==> config.mk <==
export PLATFORM = sky130hd
export DESIGN_NAME = xml_entity_expander_flat
export DESIGN_NICKNAME = d
export VERILOG_FILES = /design/src/rtl/xee_pkg.sv /design/src/rtl/xee_if.sv /design/src/rtl/xee_parse.sv /design/src/rtl/xee_emit.sv /design/src/rtl/xml_entity_expander.sv /design/src/flat_wrapper.sv
export SDC_FILE = /design/constraint.sdc
export NUM_CORES = 1
export LEC_CHECK = 0
export ABC_AREA = 1
export BUFFER_PORTS_ARGS = -buffer_cell sky130_fd_sc_hd__buf_2
export CAP_MARGIN = 20
export CORE_MARGIN = 10
export CORE_UTILIZATION = 30
export CTS_CLUSTER_SIZE = 40
export DETAILED_ROUTE_END_ITERATION = 12
export HOLD_SLACK_MARGIN = 0.06
export SLEW_MARGIN = 10
export SYNTH_ARGS = -nofsm -noshare
export SYNTH_HDL_FRONTEND = slang
export SYNTH_SLANG_ARGS = --single-unit
==> constraint.sdc <==
create_clock -name i_clk -period 9.45 [get_ports i_clk]
set_input_delay 0.4725 -clock i_clk [delete_from_list [all_inputs] [get_ports i_clk]]
set_output_delay 0.4725 -clock i_clk [all_outputs]
set_load 0.1 [all_outputs]
==> src/rtl/xee_pkg.sv <==
package xee_pkg;

    // Depth of the raw group store, and a count width that covers its whole range.
    localparam int MAX_PENDING_DEF = 32;
    localparam int PEND_CNT_W      = 6;

    localparam logic [31:0] EXP_LIMIT_RST = 32'd100000;

    localparam logic [7:0] CH_AMP  = 8'h26;
    localparam logic [7:0] CH_SEMI = 8'h3B;
    localparam logic [7:0] CH_HASH = 8'h23;

    localparam logic [63:0] UTF_LIM1 = 64'h80;
    localparam logic [63:0] UTF_LIM2 = 64'h800;
    localparam logic [63:0] UTF_LIM3 = 64'h10000;
    localparam logic [63:0] UTF_LIM4 = 64'h110000;
    localparam logic [7:0]  UTF_LEAD2 = 8'hC0;
    localparam logic [7:0]  UTF_LEAD3 = 8'hE0;
    localparam logic [7:0]  UTF_LEAD4 = 8'hF0;
    localparam logic [7:0]  UTF_CONT  = 8'h80;
    localparam logic [7:0]  UTF_MASK  = 8'h3F;

    typedef struct packed {
        logic [7:0] text_byte;
        logic       has_byte;
        logic       end_of_text;
        logic       new_document;
    } t_in_word;

    typedef struct packed {
        logic [7:0] out_byte;
        logic       out_valid;
        logic       last_of_run;
        logic       text_done;
        logic       limit_error;
    } t_out_word;

    // One item's results: a literal flush of the group store, then direct bytes.
    typedef struct packed {
        logic [PEND_CNT_W-1:0] fl_cnt;
        logic [3:0][7:0]       dir;
        logic [2:0]            dir_cnt;
        logic                  eot;
        logic                  err;
    } t_job;

    typedef struct packed {
        logic                  en;
        logic [PEND_CNT_W-1:0] addr;
        logic [7:0]            data;
    } t_pend_wr;

endpackage

==> src/rtl/xee_if.sv <==
interface xee_in_if;
    logic       valid;
    logic       ready;
    logic [7:0] text_byte;
    logic       has_byte;
    logic       end_of_text;
    logic       new_document;

    modport source (output valid, text_byte, has_byte, end_of_text, new_document,
                    input ready);
    modport sink (input valid, text_byte, has_byte, end_of_text, new_document,
                  output ready);
endinterface

interface xee_out_if;
    logic       valid;
    logic       ready;
    logic [7:0] out_byte;
    logic       out_valid;
    logic       last_of_run;
    logic       text_done;
    logic       limit_error;

    modport source (output valid, out_byte, out_valid, last_of_run, text_done,
                    limit_error, input ready);
    modport sink (input valid, out_byte, out_valid, last_of_run, text_done,
                  limit_error, output ready);
endinterface

interface xee_cfg_if;
    logic        valid;
    logic        ready;
    logic [31:0] data;

    modport source (output valid, data, input ready);
    modport sink (input valid, data, output ready);
endinterface

==> src/rtl/xee_parse.sv <==
module xee_parse import xee_pkg::*; #(
    parameter int MAX_PENDING = MAX_PENDING_DEF
) (
    input  logic        i_clk,
    input  logic        i_rst_n,
    input  logic        i_acc,
    input  t_in_word    i_word,
    input  logic        i_cfg_we,
    input  logic [31:0] i_cfg_data,
    output logic        o_job_vld,
    output t_job        o_job,
    output t_pend_wr    o_wr
);

    typedef enum logic [2:0] {
        PH_IDLE, PH_START, PH_HASH, PH_NUM, PH_NAME, PH_STREAM
    } t_phase;

    logic                  r_in_grp, n_in_grp;
    t_phase                r_phase, n_phase;
    logic [PEND_CNT_W-1:0] r_pend, n_pend;
    logic [63:0]           r_cp, n_cp;
    logic                  r_hex, n_hex;
    logic [31:0]           r_cnt, n_cnt;
    logic                  r_err, n_err;
    logic [31:0]           r_max;
    logic [3:0][7:0]       r_nm;

    function automatic logic [3:0] hex_val(input logic [7:0] b);
        logic [3:0] v;
        v = 4'd0;
        if (b >= "0" && b <= "9") v = 4'(b - "0");
        else if (b >= "a" && b <= "f") v = 4'(b - "a" + 8'd10);
        else if (b >= "A" && b <= "F") v = 4'(b - "A" + 8'd10);
        return v;
    endfunction

    logic [7:0]  b;
    logic [8:0]  dgt;
    logic [63:0] dgt_x;
    logic        leave, name_hit;
    logic [7:0]  name_ch;

    assign b     = i_word.text_byte;
    assign dgt   = {1'b0, b} - 9'd48;
    assign dgt_x = {{55{dgt[8]}}, dgt};

    // Name lookup uses the first four bytes after '&' plus the exact group length.
    always_comb begin
        name_hit = 1'b1;
        name_ch  = "<";
        if (r_pend == PEND_CNT_W'(3) && r_nm[0] == "l" && r_nm[1] == "t") begin
            name_ch = "<";
        end else if (r_pend == PEND_CNT_W'(3) && r_nm[0] == "g" && r_nm[1] == "t") begin
            name_ch = ">";
        end else if (r_pend == PEND_CNT_W'(4) && r_nm[0] == "a" && r_nm[1] == "m"
                     && r_nm[2] == "p") begin
            name_ch = "&";
        end else if (r_pend == PEND_CNT_W'(5) && r_nm[0] == "a" && r_nm[1] == "p"
                     && r_nm[2] == "o" && r_nm[3] == "s") begin
            name_ch = "'";
        end else if (r_pend == PEND_CNT_W'(5) && r_nm[0] == "q" && r_nm[1] == "u"
                     && r_nm[2] == "o" && r_nm[3] == "t") begin
            name_ch = "\"";
        end else begin
            name_hit = 1'b0;
        end
    end

    always_comb begin
        n_in_grp = r_in_grp;
        n_phase  = r_phase;
        n_pend   = r_pend;
        n_cp     = r_cp;
        n_hex    = r_hex;
        n_cnt    = i_word.new_document ? 32'd0 : r_cnt;
        n_err    = i_word.new_document ? 1'b0 : r_err;
        o_job    = '0;
        o_wr     = '0;
        leave    = 1'b0;

        if (i_acc && i_word.has_byte) begin
            if (n_err) begin
                leave = 1'b1;
            end else if (!r_in_grp) begin
                if (b == CH_AMP) begin
                    n_in_grp = 1'b1;
                    n_phase  = PH_START;
                    n_pend   = PEND_CNT_W'(1);
                end else begin
                    o_job.dir[0]  = b;
                    o_job.dir_cnt = 3'd1;
                end
            end else if (b == CH_SEMI) begin
                if (n_cnt != 32'hFFFF_FFFF) n_cnt = n_cnt + 32'd1;
                leave = 1'b1;
                if (n_cnt > r_max) begin
                    n_err = 1'b1;
                end else if (r_phase == PH_NUM) begin
                    if (r_cp < UTF_LIM1) begin
                        o_job.dir[0]  = r_cp[7:0];
                        o_job.dir_cnt = 3'd1;
                    end else if (r_cp < UTF_LIM2) begin
                        o_job.dir[0]  = UTF_LEAD2 | {3'd0, r_cp[10:6]};
                        o_job.dir[1]  = UTF_CONT | {2'd0, r_cp[5:0]};
                        o_job.dir_cnt = 3'd2;
                    end else if (r_cp < UTF_LIM3) begin
                        o_job.dir[0]  = UTF_LEAD3 | {4'd0, r_cp[15:12]};
                        o_job.dir[1]  = UTF_CONT | {2'd0, r_cp[11:6]};
                        o_job.dir[2]  = UTF_CONT | {2'd0, r_cp[5:0]};
                        o_job.dir_cnt = 3'd3;
                    end else if (r_cp < UTF_LIM4) begin
                        o_job.dir[0]  = UTF_LEAD4 | {5'd0, r_cp[20:18]};
                        o_job.dir[1]  = UTF_CONT | (r_cp[19:12] & UTF_MASK);
                        o_job.dir[2]  = UTF_CONT | {2'd0, r_cp[11:6]};
                        o_job.dir[3]  = UTF_CONT | {2'd0, r_cp[5:0]};
                        o_job.dir_cnt = 3'd4;
                    end
                end else if (r_phase == PH_STREAM) begin
                    o_job.dir[0]  = CH_SEMI;
                    o_job.dir_cnt = 3'd1;
                end else if (r_phase == PH_NAME && name_hit) begin
                    o_job.dir[0]  = name_ch;
                    o_job.dir_cnt = 3'd1;
                end else begin
                    o_job.fl_cnt  = r_pend;
                    o_job.dir[0]  = CH_SEMI;
                    o_job.dir_cnt = 3'd1;
                end
            end else if (r_phase == PH_STREAM) begin
                o_job.dir[0]  = b;
                o_job.dir_cnt = 3'd1;
            end else if (r_pend >= PEND_CNT_W'(MAX_PENDING)) begin
                // store full: spill literally; an overlong name keeps streaming
                o_job.fl_cnt  = r_pend;
                o_job.dir[0]  = b;
                o_job.dir_cnt = 3'd1;
                if (r_phase == PH_NAME) begin
                    n_phase = PH_STREAM;
                    n_pend  = '0;
                end else begin
                    leave = 1'b1;
                end
            end else begin
                o_wr.en   = 1'b1;
                o_wr.addr = r_pend;
                o_wr.data = b;
                n_pend    = r_pend + PEND_CNT_W'(1);
                case (r_phase)
                    PH_START: n_phase = (b == CH_HASH) ? PH_HASH : PH_NAME;
                    PH_HASH: begin
                        n_phase = PH_NUM;
                        if (b == "x" || b == "X") begin
                            n_hex = 1'b1;
                            n_cp  = '0;
                        end else begin
                            n_hex = 1'b0;
                            n_cp  = dgt_x;
                        end
                    end
                    PH_NUM: begin
                        if (r_hex) n_cp = {r_cp[59:0], hex_val(b)};
                        else n_cp = {r_cp[60:0], 3'd0} + {r_cp[62:0], 1'b0} + dgt_x;
                    end
                    default: ;
                endcase
            end
        end

        if (leave) begin
            n_in_grp = 1'b0;
            n_phase  = PH_IDLE;
            n_pend   = '0;
            n_cp     = '0;
            n_hex    = 1'b0;
        end

        if (i_acc && i_word.end_of_text && n_in_grp) begin
            if (!n_err && n_phase != PH_STREAM) o_job.fl_cnt = n_pend;
            n_in_grp = 1'b0;
            n_phase  = PH_IDLE;
            n_pend   = '0;
            n_cp     = '0;
            n_hex    = 1'b0;
        end

        o_job.eot = i_word.end_of_text;
        o_job.err = n_err;
        o_job_vld = i_acc && (o_job.fl_cnt != '0 || o_job.dir_cnt != 3'd0
                              || i_word.end_of_text);
    end

    always_ff @(posedge i_clk) begin
        if (!i_rst_n) begin
            r_in_grp <= 1'b0;
            r_phase  <= PH_IDLE;
            r_pend   <= '0;
            r_cp     <= '0;
            r_hex    <= 1'b0;
            r_cnt    <= '0;
            r_err    <= 1'b0;
            r_max    <= EXP_LIMIT_RST;
        end else begin
            if (i_cfg_we) r_max <= i_cfg_data;
            if (i_acc) begin
                r_in_grp <= n_in_grp;
                r_phase  <= n_phase;
                r_pend   <= n_pend;
                r_cp     <= n_cp;
                r_hex    <= n_hex;
                r_cnt    <= n_cnt;
                r_err    <= n_err;
            end
        end
    end

    always_ff @(posedge i_clk) begin
        if (o_wr.en && r_pend >= PEND_CNT_W'(1) && r_pend <= PEND_CNT_W'(4)) begin
            r_nm[2'(r_pend - PEND_CNT_W'(1))] <= b;
        end
    end

endmodule

==> src/rtl/xee_emit.sv <==
module xee_emit import xee_pkg::*; #(
    parameter int MAX_PENDING = MAX_PENDING_DEF
) (
    input  logic      i_clk,
    input  logic      i_rst_n,
    input  logic      i_load,
    input  t_job      i_job,
    input  t_pend_wr  i_wr,
    input  logic      i_out_ready,
    output logic      o_out_valid,
    output t_out_word o_out,
    output logic      o_take_ok
);

    localparam int AW = $clog2(MAX_PENDING);

    logic [7:0]            r_mem [MAX_PENDING];
    logic [7:0]            r_rd_data;
    logic                  r_busy;
    logic [PEND_CNT_W-1:0] r_fl_cnt, r_fl_idx;
    logic [3:0][7:0]       r_dir;
    logic [2:0]            r_dir_cnt;
    logic                  r_eot, r_err;
    logic                  r_o_vld;
    t_out_word             r_o;

    logic          in_fl, is_last, advance, rd_en;
    logic [7:0]    cur_byte;
    logic [AW-1:0] rd_addr;

    always_comb begin
        in_fl = r_fl_idx < r_fl_cnt;
        // entry 0 of a group is always '&', so it never needs a read
        if (in_fl) cur_byte = (r_fl_idx == '0) ? CH_AMP : r_rd_data;
        else cur_byte = (r_dir_cnt != 3'd0) ? r_dir[0] : 8'h00;
        if (in_fl) is_last = (r_fl_idx + PEND_CNT_W'(1) == r_fl_cnt) && r_dir_cnt == 3'd0;
        else is_last = r_dir_cnt <= 3'd1;
        advance   = r_busy && (!r_o_vld || i_out_ready);
        o_take_ok = !r_busy || (advance && is_last);
        rd_en     = (i_load && i_job.fl_cnt != '0) || (advance && in_fl);
        rd_addr   = i_load ? AW'(1) : AW'(r_fl_idx + PEND_CNT_W'(1));
    end

    always_ff @(posedge i_clk) begin
        if (i_wr.en) r_mem[i_wr.addr[AW-1:0]] <= i_wr.data;
        if (rd_en) begin
            r_rd_data <= (i_wr.en && i_wr.addr[AW-1:0] == rd_addr) ? i_wr.data
                                                                  : r_mem[rd_addr];
        end
    end

    always_ff @(posedge i_clk) begin
        if (!i_rst_n) begin
            r_busy  <= 1'b0;
            r_o_vld <= 1'b0;
        end else begin
            if (advance) begin
                r_o_vld         <= 1'b1;
                r_o.out_byte    <= cur_byte;
                r_o.out_valid   <= in_fl || r_dir_cnt != 3'd0;
                r_o.last_of_run <= is_last;
                r_o.text_done   <= is_last && r_eot;
                r_o.limit_error <= r_err;
            end else if (i_out_ready) begin
                r_o_vld <= 1'b0;
            end
            // a new job takes over in the cycle the last word of the old one leaves
            if (i_load) begin
                r_busy    <= 1'b1;
                r_fl_cnt  <= i_job.fl_cnt;
                r_fl_idx  <= '0;
                r_dir     <= i_job.dir;
                r_dir_cnt <= i_job.dir_cnt;
                r_eot     <= i_job.eot;
                r_err     <= i_job.err;
            end else if (advance) begin
                if (in_fl) begin
                    r_fl_idx <= r_fl_idx + PEND_CNT_W'(1);
                end else if (r_dir_cnt != 3'd0) begin
                    r_dir     <= r_dir >> 8;
                    r_dir_cnt <= r_dir_cnt - 3'd1;
                end
                if (is_last) r_busy <= 1'b0;
            end
        end
    end

    assign o_out_valid = r_o_vld;
    assign o_out       = r_o;

endmodule

==> src/rtl/xml_entity_expander.sv <==
// XML entity expander. While the output accepts words it takes one text word per
// cycle and returns expanded bytes one word per cycle, each registered in the
// result sequencer, then in the output register. A word that yields one result
// (plain text, a closing ';' of a recognized name) keeps that rate. A word that
// yields several (a numeric reference of up to four UTF-8 bytes, or a literal flush
// of up to MAX_PENDING raw group bytes plus one) holds input ready low while the
// sequencer walks the raw store one entry per cycle. No start-up sweep after reset.
module xml_entity_expander import xee_pkg::*; #(
    parameter int MAX_PENDING = MAX_PENDING_DEF
) (
    input  logic     i_clk,
    input  logic     i_rst_n,
    xee_in_if.sink   i_in,
    xee_out_if.source o_out,
    xee_cfg_if.sink  i_cfg
);

    t_in_word  in_word;
    t_job      job;
    t_pend_wr  pend_wr;
    t_out_word out_word;
    logic      acc, job_vld, take_ok, out_vld;

    assign in_word = '{text_byte:    i_in.text_byte,
                       has_byte:     i_in.has_byte,
                       end_of_text:  i_in.end_of_text,
                       new_document: i_in.new_document};
    assign i_in.ready = take_ok;
    assign acc        = i_in.valid && take_ok;
    assign i_cfg.ready = 1'b1;

    xee_parse #(.MAX_PENDING(MAX_PENDING)) u_parse (
        .i_clk      (i_clk),
        .i_rst_n    (i_rst_n),
        .i_acc      (acc),
        .i_word     (in_word),
        .i_cfg_we   (i_cfg.valid),
        .i_cfg_data (i_cfg.data),
        .o_job_vld  (job_vld),
        .o_job      (job),
        .o_wr       (pend_wr)
    );

    xee_emit #(.MAX_PENDING(MAX_PENDING)) u_emit (
        .i_clk       (i_clk),
        .i_rst_n     (i_rst_n),
        .i_load      (job_vld),
        .i_job       (job),
        .i_wr        (pend_wr),
        .i_out_ready (o_out.ready),
        .o_out_valid (out_vld),
        .o_out       (out_word),
        .o_take_ok   (take_ok)
    );

    assign o_out.valid       = out_vld;
    assign o_out.out_byte    = out_word.out_byte;
    assign o_out.out_valid   = out_word.out_valid;
    assign o_out.last_of_run = out_word.last_of_run;
    assign o_out.text_done   = out_word.text_done;
    assign o_out.limit_error = out_word.limit_error;

endmodule

==> src/flat_wrapper.sv <==
// flat-port wrapper written by rule: the top's interface ports become plain ports
module xml_entity_expander_flat import xee_pkg::*;
#(
    parameter int MAX_PENDING = MAX_PENDING_DEF
)
  (i_clk, i_rst_n, i_in_valid, i_in_text_byte, i_in_has_byte, i_in_end_of_text, i_in_new_document, i_in_ready, o_out_valid, o_out_out_byte, o_out_out_valid, o_out_last_of_run, o_out_text_done, o_out_limit_error, o_out_ready, i_cfg_valid, i_cfg_data, i_cfg_ready);
  xee_in_if i_in_i ();
  xee_out_if o_out_i ();
  xee_cfg_if i_cfg_i ();
  input  logic i_clk;
  input  logic i_rst_n;
  input wire logic [$bits(i_in_i.valid)-1:0] i_in_valid;
  input wire logic [$bits(i_in_i.text_byte)-1:0] i_in_text_byte;
  input wire logic [$bits(i_in_i.has_byte)-1:0] i_in_has_byte;
  input wire logic [$bits(i_in_i.end_of_text)-1:0] i_in_end_of_text;
  input wire logic [$bits(i_in_i.new_document)-1:0] i_in_new_document;
  output wire logic [$bits(i_in_i.ready)-1:0] i_in_ready;
  output wire logic [$bits(o_out_i.valid)-1:0] o_out_valid;
  output wire logic [$bits(o_out_i.out_byte)-1:0] o_out_out_byte;
  output wire logic [$bits(o_out_i.out_valid)-1:0] o_out_out_valid;
  output wire logic [$bits(o_out_i.last_of_run)-1:0] o_out_last_of_run;
  output wire logic [$bits(o_out_i.text_done)-1:0] o_out_text_done;
  output wire logic [$bits(o_out_i.limit_error)-1:0] o_out_limit_error;
  input wire logic [$bits(o_out_i.ready)-1:0] o_out_ready;
  input wire logic [$bits(i_cfg_i.valid)-1:0] i_cfg_valid;
  input wire logic [$bits(i_cfg_i.data)-1:0] i_cfg_data;
  output wire logic [$bits(i_cfg_i.ready)-1:0] i_cfg_ready;
  assign i_in_i.valid = i_in_valid;
  assign i_in_i.text_byte = i_in_text_byte;
  assign i_in_i.has_byte = i_in_has_byte;
  assign i_in_i.end_of_text = i_in_end_of_text;
  assign i_in_i.new_document = i_in_new_document;
  assign i_in_ready = i_in_i.ready;
  assign o_out_valid = o_out_i.valid;
  assign o_out_out_byte = o_out_i.out_byte;
  assign o_out_out_valid = o_out_i.out_valid;
  assign o_out_last_of_run = o_out_i.last_of_run;
  assign o_out_text_done = o_out_i.text_done;
  assign o_out_limit_error = o_out_i.limit_error;
  assign o_out_i.ready = o_out_ready;
  assign i_cfg_i.valid = i_cfg_valid;
  assign i_cfg_i.data = i_cfg_data;
  assign i_cfg_ready = i_cfg_i.ready;
  xml_entity_expander #(.MAX_PENDING(MAX_PENDING)) u_core (.i_clk(i_clk), .i_rst_n(i_rst_n), .i_in(i_in_i), .o_out(o_out_i), .i_cfg(i_cfg_i));
endmodule
### Word-level counts from Yosys, hierarchy flattened

Memories as Yosys holds them, arrays and structs flattened. A register that Yosys moved wholly into a read port is not among the register bits.
Cells that the tools add are included.

* multiplexer cells: 154
* reductions and logical operators: 65
* equal/unequal tests: 33
* bitwise gates (word level): 0
* $lt $le $gt $ge: 18
* add/sub/neg operators: 13
* multiply operators: 0
* shifts and indexed selects: 0
* divide/modulo/power cells: 0

Operators with widths (number)
* $mux W64: 10
* $mux W32: 14
* $mux W35: 10
* $add A64 B64 Y64: 2
* $pmux W64 S2: 1
* $mux W41: 3
* $mux W6: 20
* $eq A8 B7 Y1 const B: 14
* $mux W11: 9
* $mux W15: 6
* $mux W24: 3
* $lt A64 B12 Y1 const B: 1
* $lt A64 B17 Y1 const B: 1
* $lt A64 B21 Y1 const B: 1
* $lt A64 B8 Y1 const B: 1
* $mux W8: 7
* $mux W3: 15
* $mux W1: 42
* $logic_and A1 B1 Y1: 34
* $add A32 B1 Y32 const B: 1
* $bwmux W32: 1
* $gt A32 B32 Y1: 1
* $ne A32 B32 Y1 const B: 1
* $mux W30: 1
* other kinds (46): 84

* register bits after elaboration: 235
* logic and storage cells: 312
* ROM bits: 0
* input port bits: 48
* memory bits (writable): 256
* output and inout bits: 15
* latch bits: 0
* memories: 1

Memory list
* u_core.u_emit.r_mem: depth 32, width 8, rd ports 1, clocked after memory_dff 1, wr ports 1, RTL line xee_emit.sv:17 `logic [7:0] r_mem [MAX_PENDING];`

### Logic depth before layout (Yosys ltp)

Gate-level depths: netlist of run 1.

* depth in word-level cells: 32
* gate-level depth with buffers: 43
* mapped depth without buffers: 41

### By module

From an unflattened synthesis of run 1, not the netlist that was laid out.

* cells, all modules: 4337
* area total of the unflattened synthesis: 32776.4 um^2

By module, submodules not included
* xee_parse: cells an instance 3174, area an instance 18748.0 um^2, instances 1
* xee_emit: cells an instance 1159, area an instance 14009.7 um^2, instances 1
* xml_entity_expander: cells an instance 4, area an instance 18.8 um^2, instances 1

### Worst setup path after synthesis of run 1

No wires, ideal clock.

* path type: in2reg
* start point: input i_in_new_document
* end point: register u_core.u_emit.r_dir[0] in the netlist's numbering (enable)
* arrival: 6.677 ns
* slack: 2.340 ns
* path buffers: 7
* library setup time: 0.433 ns
* cell stages on the path: 37
* required time: 9.017 ns
* path through: clkbuf_2 -> buf_2 -> buf_1 -> nor2_1 -> ha_1 -> inv_1 -> nor3_1 -> nand2_1 -> nor4_1 -> nand2_1 -> nand2_1 -> inv_1 -> nand3_1 -> inv_1 -> nand2_1 -> nor2_1 -> nand3_1 -> nor2_1 -> nand2_1 -> xor2_1 -> ha_1 -> a21oi_1 -> o21ai_0 -> a21o_1 -> a21oi_1 -> nand2_1 -> nand2_1 -> nand2_1 -> nor3_1 -> o21ai_2 -> nand2_4 -> nand2_4 -> buf_6 -> buf_6 -> buf_4 -> buf_2 -> o22ai_1

* longest elaborated chain between the ends: 23
* elaborated cells between the ends (all ways): 48

Ends and longest elaborated chain
* start, declared: RTL line flat_wrapper.sv:16 `input wire logic [$bits(i_in_i.new_document)-1:0] i_in_new_document;`
* $mux W32: RTL line xee_parse.sv:76 `n_cnt = i_word.new_document ? 32'd0 : r_cnt;`
* $add A32 B1 Y32 / $ne A32 B32 Y1 (equally long branches): RTL line xee_parse.sv:95 `if (n_cnt != 32'hFFFF_FFFF) n_cnt = n_cnt + 32'd1;`
* $mux W32: RTL line xee_parse.sv:95
* $mux W32: RTL line xee_parse.sv:94 `end else if (b == CH_SEMI) begin`
* $mux W32: RTL line xee_parse.sv:85 `end else if (!r_in_grp) begin`
* $mux W32: RTL line xee_parse.sv:83 `if (n_err) begin`
* $mux W32: RTL line xee_parse.sv:82 `if (i_acc && i_word.has_byte) begin`
* $gt A32 B32 Y1: RTL line xee_parse.sv:97 `if (n_cnt > r_max) begin`
* (+7 left out)
* $mux W6: RTL line xee_parse.sv:179 `if (!n_err && n_phase != PH_STREAM) o_job.fl_cnt = n_pend;`
* $mux W6: RTL line xee_parse.sv:178 `if (i_acc && i_word.end_of_text && n_in_grp) begin`
* $reduce_bool A6 Y1: RTL line xee_parse.sv:189 `o_job_vld = i_acc && (o_job.fl_cnt != '0 || o_job.dir_cnt != 3'd0`
* $logic_or A1 B1 Y1 *: RTL line xee_parse.sv:189
* $logic_or A1 B1 Y1 *: RTL line xee_parse.sv:190 `|| i_word.end_of_text);`
* $logic_and A1 B1 Y1 *: RTL line xee_parse.sv:189
* $ne A2 B2 Y1 (no line) / $reduce_bool A2 Y1 (equally long branches)
* $reduce_and A4 Y1 (no line) *
* end signal, assigned: RTL line xee_emit.sv:72 `r_dir <= i_job.dir;`
* end signal, assigned: RTL line xee_emit.sv:80 `r_dir <= r_dir >> 8;`
* end, declared: RTL line xee_emit.sv:21 `logic [3:0][7:0] r_dir;`

Every way passes the cells marked *; elsewhere a longest branch is shown, timed or not. The select of a mux whose other input is x is not followed.
A chain may end at the register's enable or synchronous reset.

### Worst setup path after layout of run 1

* start point: register u_core.u_parse.r_cnt[0]
* end point: register u_core.u_emit.r_rd_data[4] (read register of u_core.u_emit.r_mem), data pin

* longest elaborated chain between the ends: 23
* elaborated cells between the ends (all ways): 33

Ends and longest elaborated chain
* start, declared: RTL line xee_parse.sv:24 `logic [31:0] r_cnt, n_cnt;`
* start signal, assigned: RTL line xee_parse.sv:211 `r_cnt <= n_cnt;`
* $mux W32 *: RTL line xee_parse.sv:76
* $add A32 B1 Y32 / $ne A32 B32 Y1 (equally long branches): RTL line xee_parse.sv:95
* $mux W32 *: RTL line xee_parse.sv:95
* $mux W32 *: RTL line xee_parse.sv:94
* $mux W32 *: RTL line xee_parse.sv:85
* $mux W32 *: RTL line xee_parse.sv:83
* $mux W32 *: RTL line xee_parse.sv:82
* $gt A32 B32 Y1 *: RTL line xee_parse.sv:97
* (+7 left out)
* $mux W6: RTL line xee_parse.sv:179
* $mux W6: RTL line xee_parse.sv:178
* $reduce_bool A6 Y1: RTL line xee_parse.sv:189, xee_emit.sv:40
* $logic_or A1 B1 Y1: RTL line xee_parse.sv:189
* $logic_or A1 B1 Y1: RTL line xee_parse.sv:190
* $logic_and A1 B1 Y1: RTL line xee_parse.sv:189
* $logic_and A1 B1 Y1: RTL line xee_emit.sv:40 `rd_en = (i_load && i_job.fl_cnt != '0) || (advance && in_fl);`
* $logic_or A1 B1 Y1: RTL line xee_emit.sv:40
* end, declared: RTL line xee_emit.sv:18 `logic [7:0] r_rd_data;`

Marks and branches as above.

==> results of run 1 <==
-- worst reg2reg max path, delay by kind of cell, from the launching register on --
kind	cells	cell delay, ns
DFF	1	0.32
AOI/OAI and AO/OA	1	0.18
xor gates and xnor gates	2	0.31
and+or+nand+nor	28	4.61
buffers and inverters	7	1.22
adders and majority gates	2	0.57
-- worst max-delay path by stage --
stage / start / to / slack [ns] / depth (start not counted)
2_1_floorplan: i_in_new_document / u_core.u_emit.r_dir[0] / 2.34 / 37
4_1_cts: u_core.u_parse.r_cnt[0] / u_core.u_emit.r_rd_data[4] / 2.22 / 39
3_3_place_gp: i_in_new_document / u_core.u_emit.r_rd_data[5] / 1.87 / 35
6_report: u_core.u_parse.r_cnt[0] / u_core.u_emit.r_rd_data[4] / 2.17 / 40
5_1_grt: u_core.u_parse.r_cnt[0] / u_core.u_emit.r_rd_data[1] / 1.43 / 40
3_5_place_dp: i_in_new_document / u_core.u_emit.r_rd_data[5] / 1.76 / 39
-- layout by cell type (no fill, tap or decap), types with 12 or more instances in the layout --
master / instances
buf_2: 61
o21ai_1: 20
nor3_1: 55
inv_1: 497
o21ai_0: 243
clkbuf_1: 12
clkbuf_16: 56
o22ai_1: 19
xor2_1: 58
nand3_1: 379
o2111ai_1: 21
a21oi_1: 325
nand3b_1: 30
or2_2: 29
clkinv_1: 14
xnor2_1: 29
o211ai_1: 12
fa_1: 61
buf_4: 30
o21a_1: 14
ha_1: 123
a211oi_2: 13
nor2_2: 15
a31oi_1: 25
dfxtp_1: 141
nor4_1: 19
nand4_1: 41
nor2_1: 336
a211oi_1: 17
edfxtp_1: 354
nand2_1: 560
inv_2: 15
-- report_power, final --
part,total [uW],switching [uW],internal (uW)
sequential,2360,17.6,2350
clock,2220,941,1280
combinational,517,366,151
-- state kept, by name, indices dropped and copies added, names as in the netlist, 3 cells and up --
signal                   cells
u_core.u_emit.o_out         12
u_core.u_emit.r_dir         29
u_core.u_emit.r_dir_cnt      3
u_core.u_emit.r_fl_cnt       6
u_core.u_emit.r_fl_idx       6
u_core.u_emit.r_mem        256
u_core.u_emit.r_rd_data      8
u_core.u_parse.r_cnt        32
u_core.u_parse.r_cp         64
u_core.u_parse.r_max        32
u_core.u_parse.r_nm         32
u_core.u_parse.r_pend        6
u_core.u_parse.r_phase       3
-- metrics by stage --
stage / setup WS (ns) / hold slack, ns / util (%)
6_report: 2.171 / 0.1200 / 33.72
5_1_grt: 1.433 / 0.1242 / 33.72
4_1_cts: 2.222 / 0.07719 / 33.69
3_5_place_dp: 1.763 / 0.4596 / 31.81
3_3_place_gp: 1.868 / 0.4539 / 31.78
2_1_floorplan: 2.340 / 0.4003 / -
-- metal layers --
layer,wire [um],part of all wire [%],global-route usage (%)
met4,2115,2.3,3.924
met2,42370,46,24.62
met1,40770,44,20.84
met5,69,0.075,0
met3,6359,6.9,2.593
-- kinds of logic (layout without fill, tap and decap cells) --
family / after synthesis / count (layout) / share of synthesized area [%]
AND/OR/NAND/NOR: 1497 / 1497 / 21.69
AO/OA/AOI/OAI: 779 / 779 / 14.45
buffers and inverters: 681 / 721 / 9.003
flip-flops: 496 / 496 / 43.45
adder cells (fa/ha/maj): 184 / 184 / 8.902
XOR/XNOR: 87 / 87 / 2.458
other: 1 / 2 / 0.01209
multiplexers: 1 / 1 / 0.03229
-- area by class of cell --
| cell class | count | area [sq um] | area share (%) |
|---|---|---|---|
| Multi-Input combinational cell | 2549 | 14780 | 42.90 |
| Sequential cell | 496 | 13480 | 39.11 |
| Inverter | 520 | 1957 | 5.680 |
| Tap cell | 1368 | 1712 | 4.968 |
| Clock buffer | 71 | 1488 | 4.318 |
| Timing Repair Buffer | 101 | 675.6 | 1.961 |
| Clock inverter | 29 | 364.1 | 1.057 |
| Antenna cell | 1 | 2.502 | 0.007263 |
-- repair_timing --
action                    4_1_cts  5_1_grt
gates resized for setup         0        0
hold endpoints to repair        7        0
hold buffers                    7        0
==> impl_metrics.ini, run 1 <==
[power]
p_leak_uw = 0.01379
power_uw = 5103
ir_drop_mv = 0.1611
cellPowerDensity_nw_per_um2 = 148.1

[clocking]
clk_pin_slew_ns = 0.06
clk_latency_ns = 0.66
cts_setup_buffers = 0
htreeDepth = 2
cts_tree = yes
numClockSinks = 496
cts_buffer_depth = 3
cts_made_buffers = 55
cts-root-buf = clkbuf_16

[min_path]
hold_end = u_core.u_parse.r_max[6]
hold_path.class = in2reg
min_path_cells = 3
worst_hold_startpoint = i_cfg_data[6]

[floorplanning]
core_region_area_sq_um = 102200
die_area_sq_um = 116600
fp-row-count = 117
ios = 63
start_util_pct = 30.34
die_h_um = 341.5
die_w_um = 341.5

[placement]
place_congestion = 0.9147
io_buffer_count = 61
place_inst = 5026
dpl.hpwl_um = 64290
dpl_cell_area_sq_um = 32500

[final_layout]
drive_gt1_share_pct = 7.435
fin_area_sq_um = 34450
fill_cells = 10797
fin_nets = 3955
final_cells = 5135
area_growth_pct = 11.13

[timing]
max_freq_mhz = 137.4
drv_slew = 0
rsz0062_at_grt = false
finalSetupViolations = 0
relSlewSlack_pct = 28.62
finClkSkew_ns = 0.05949
hold_viol_final = 0
period_share_pct = 77.02
tightest_slew_ns = 1.067
min_period_ns = 7.279
fin_setup_tns_ns = 0

[synth]
ys_top_cells_by_area = edfxtp_1, dfxtp_1, nand2_1
synth_common_cells = nand2_1, inv_1, nand3_1
synthFlopType = edfxtp_1
synth_area_sq_um = 31000
netlist_instances = 3726
ys_seq_area_share_pct = 43.45
synth_nets = 3958
async_flop_share_pct = 0
avgSynthCellArea_sq_um = 8.321
synth.most_common_cell = nand2_1
synth_edf_count = 354
ys_warn_count = 0
synth_top_area_share_pct = 34.29
synth-seq-cells = 496
synth_top_area_cell = edfxtp_1
ys_types = 68

[worst_setup_path]
slowest_stage = nand2_4
crit_family = simple AND/OR/NAND/NOR gates
rrSetupSlack_ns = 2.17
crit_arrival_ns = 7.79
ff2ff_path_depth = 40
crit_path_start_kind = register
end_kind = register
criticalPathCategory = reg2reg
path_common_cell = nand2_1
path_max_fanout = 97
worstReg2RegEnd = u_core.u_emit.r_rd_data[4]
path_buf_inv = 7
reg2reg_from = u_core.u_parse.r_cnt[0]
cpPeakStageDelay_ns = 0.58
worstPathRequired_ns = 9.96

[drt]
wl_per_cell_um = 17.85
first_pass_iters = 6
antenna_left = 0
drt_iter0_markers = 2316
wirelength_um = 91680
vias = 25963
avgViaCountPerCell = 5.056
drc_errors = 0

[grt]
grt_pass1_vias = 24761
grt.total_usage_pct = 15.21
grt_pass1_wl_um = 144000
gr-total-overflow = 0
antenna_found_initial = 13
grt_max_degree = 98

[run_status]
status = complete, no violations

[run]
maxCapViolCount = 0
No activity file was read; power rests on OpenSTA's default activity.
==> run 2, diff against run 1 <==
clock period = 7.2 ns   (was 9.45 ns; I/O delays follow)
==> impl_metrics.ini, run 2 (synthesized netlist as in run 1, its figures left out) <==
[clocking]
cts_tree = yes
cts-resized-gates = 0
cts-root-buf = clkbuf_16
clk_latency_ns = 0.66
numClockSinks = 496
cts_buffer_depth = 3
clk_pin_slew_ns = 0.06
htreeDepth = 2
cts_made_buffers = 55

[drt]
drc_errors = 0
drt_iter0_markers = 2524
wirelength_um = 92640
first_pass_iters = 8
wl_per_cell_um = 17.89
antenna_left = 0
vias = 26274
avgViaCountPerCell = 5.075

[timing]
setup_ws_ns = 0.6246
max_freq_mhz = 152.1
hold_viol_final = 0
rsz0062_at_grt = false
fin_setup_tns_ns = 0
period_share_pct = 91.32
finalSetupViolations = 0
tightest_slew_ns = 1.078
drv_slew = 0
min_period_ns = 6.575
relSlewSlack_pct = 28.14
finClkSkew_ns = 0.05200
hold_ws_ns = 0.08237

[worst_setup_path]
cpPeakStageDelay_ns = 0.50
reg2reg_from = u_core.u_parse.r_cnt[0]
end_kind = register
path_max_fanout = 36
worstReg2RegEnd = u_core.u_emit.r_rd_data[7]
crit_arrival_ns = 7.00
crit_end = u_core.u_emit.r_rd_data[7]
crit_path_start_kind = register
path_common_cell = nand2_1
rrSetupSlack_ns = 0.62
worstPathRequired_ns = 7.62
criticalPathCategory = reg2reg
startpoint = u_core.u_parse.r_cnt[0]
slowest_stage = nand2_4
ff2ff_path_depth = 39

[final_layout]
fin_nets = 3993
layout_commonest_cell = nand2_1
final_cell_mix = nand2_1, inv_1, nand3_1, edfxtp_1, nor2_1
largest_reg_flops = 256
drive_gt1_share_pct = 7.644
area_growth_pct = 11.90

[floorplanning]
die_w_um = 341.5
ios = 63
die_area_sq_um = 116600
die_h_um = 341.5
core_region_area_sq_um = 102200
start_util_pct = 30.34
fp-row-count = 117

[run_status]
status = complete, no violations

[grt]
gr-total-overflow = 0
antenna_found_initial = 13
top_usage_layer = met2
grt_pass1_wl_um = 144600
grt.total_usage_pct = 15.36
grt_pass1_vias = 25364
grt_max_degree = 80
grt_use_met2_pct = 25.14
grt_use_met3_pct = 3.323
grt_use_met1_pct = 20.23

[min_path]
hold_path.class = in2reg

[power]
cellPowerDensity_nw_per_um2 = 188.5
power_uw = 6539
ir_drop_mv = 0.2132
p_leak_uw = 0.01388

[placement]
place_congestion = 0.9005
dpl.hpwl_um = 65650
io_buffer_count = 61
place_ws_ns = 0.4915

[run]
maxCapViolCount = 0
[run 2: changes by cell type in the layout (fill, tap and decap cells not counted), moves of 2 or more]
| cell | previous run | this run |
|---|---|---|
| buf_4 | 30 | 39 |
| bufinv_16 | 6 | 2 |
| clkinvlp_4 | 1 | 6 |
| buf_16 | 2 | 0 |
| clkinv_2 | 8 | 14 |
| dlygate4sd3_1 | 7 | 37 |
[run 2: cell type report]
class                   count  area, sq um
fillers                 10839        67480
multi-input cells        2549        14780
flip-flops and latches    496        13480
inverters                 520         1957
well taps                1368         1712
clock buffers              69         1449
repair buffers            139         1008
clock inverters            34        304.0
diodes                      2        5.005
[run 2: what timing repair did]
item,4_1_cts,5_1_grt
hold buffers,37,0
buffers inserted,0,0
hold endpoints to repair,36,0
[run 2: power breakdown]
group | switching, uW | internal (uW) | total [uW]
clock network | 1230 | 1510 | 2750
registers | 22.6 | 3080 | 3100
logic | 483 | 207 | 690
[run 2: how the worst min path moves through the flow]
stage                                   from                       end  slack [ns]  cells after the start
global placement    u_core.u_parse.r_cnt[20]  u_core.u_parse.r_cnt[20]        0.45                      2
floorplan                u_core.u_emit.r_err    u_core.u_emit.o_out[0]        0.40                      0
finish                        i_cfg_data[22]  u_core.u_parse.r_max[22]        0.08                      3
global route               i_in_text_byte[3]   u_core.u_parse.r_nm[27]        0.08                      1
detailed placement   u_core.u_parse.r_max[2]   u_core.u_parse.r_max[2]        0.46                      2
CTS                              i_cfg_valid  u_core.u_parse.r_max[10]        0.06                      2
[run 2: through the flow]
stage	cell area (sq um)	util, %	std cells
after CTS	34690	33.95	5175
final	34700	33.96	5177
after floorplan	31000	-	3726
after global routing	34690	33.95	5175
after detailed placement	32570	31.87	5035
after global placement	32570	31.87	5035
[run 2: worst max-delay path, delay by kind of cell (launching register included)]
kind | cells | cell delay (ns)
buffers and inverters | 5 | 0.52
adder cells (fa/ha/maj) | 2 | 0.53
XOR/XNOR | 1 | 0.18
flip-flops | 1 | 0.33
AND/OR/NAND/NOR | 26 | 4.01
AO/OA/AOI/OAI | 5 | 0.70
[run 2: routing by layer]
layer / vias up / routed length (um)
li1: 12777 / -
met1: 12466 / 40310
met2: 860 / 43060
met3: 163 / 6825
met4: 8 / 2402
met5: - / 48
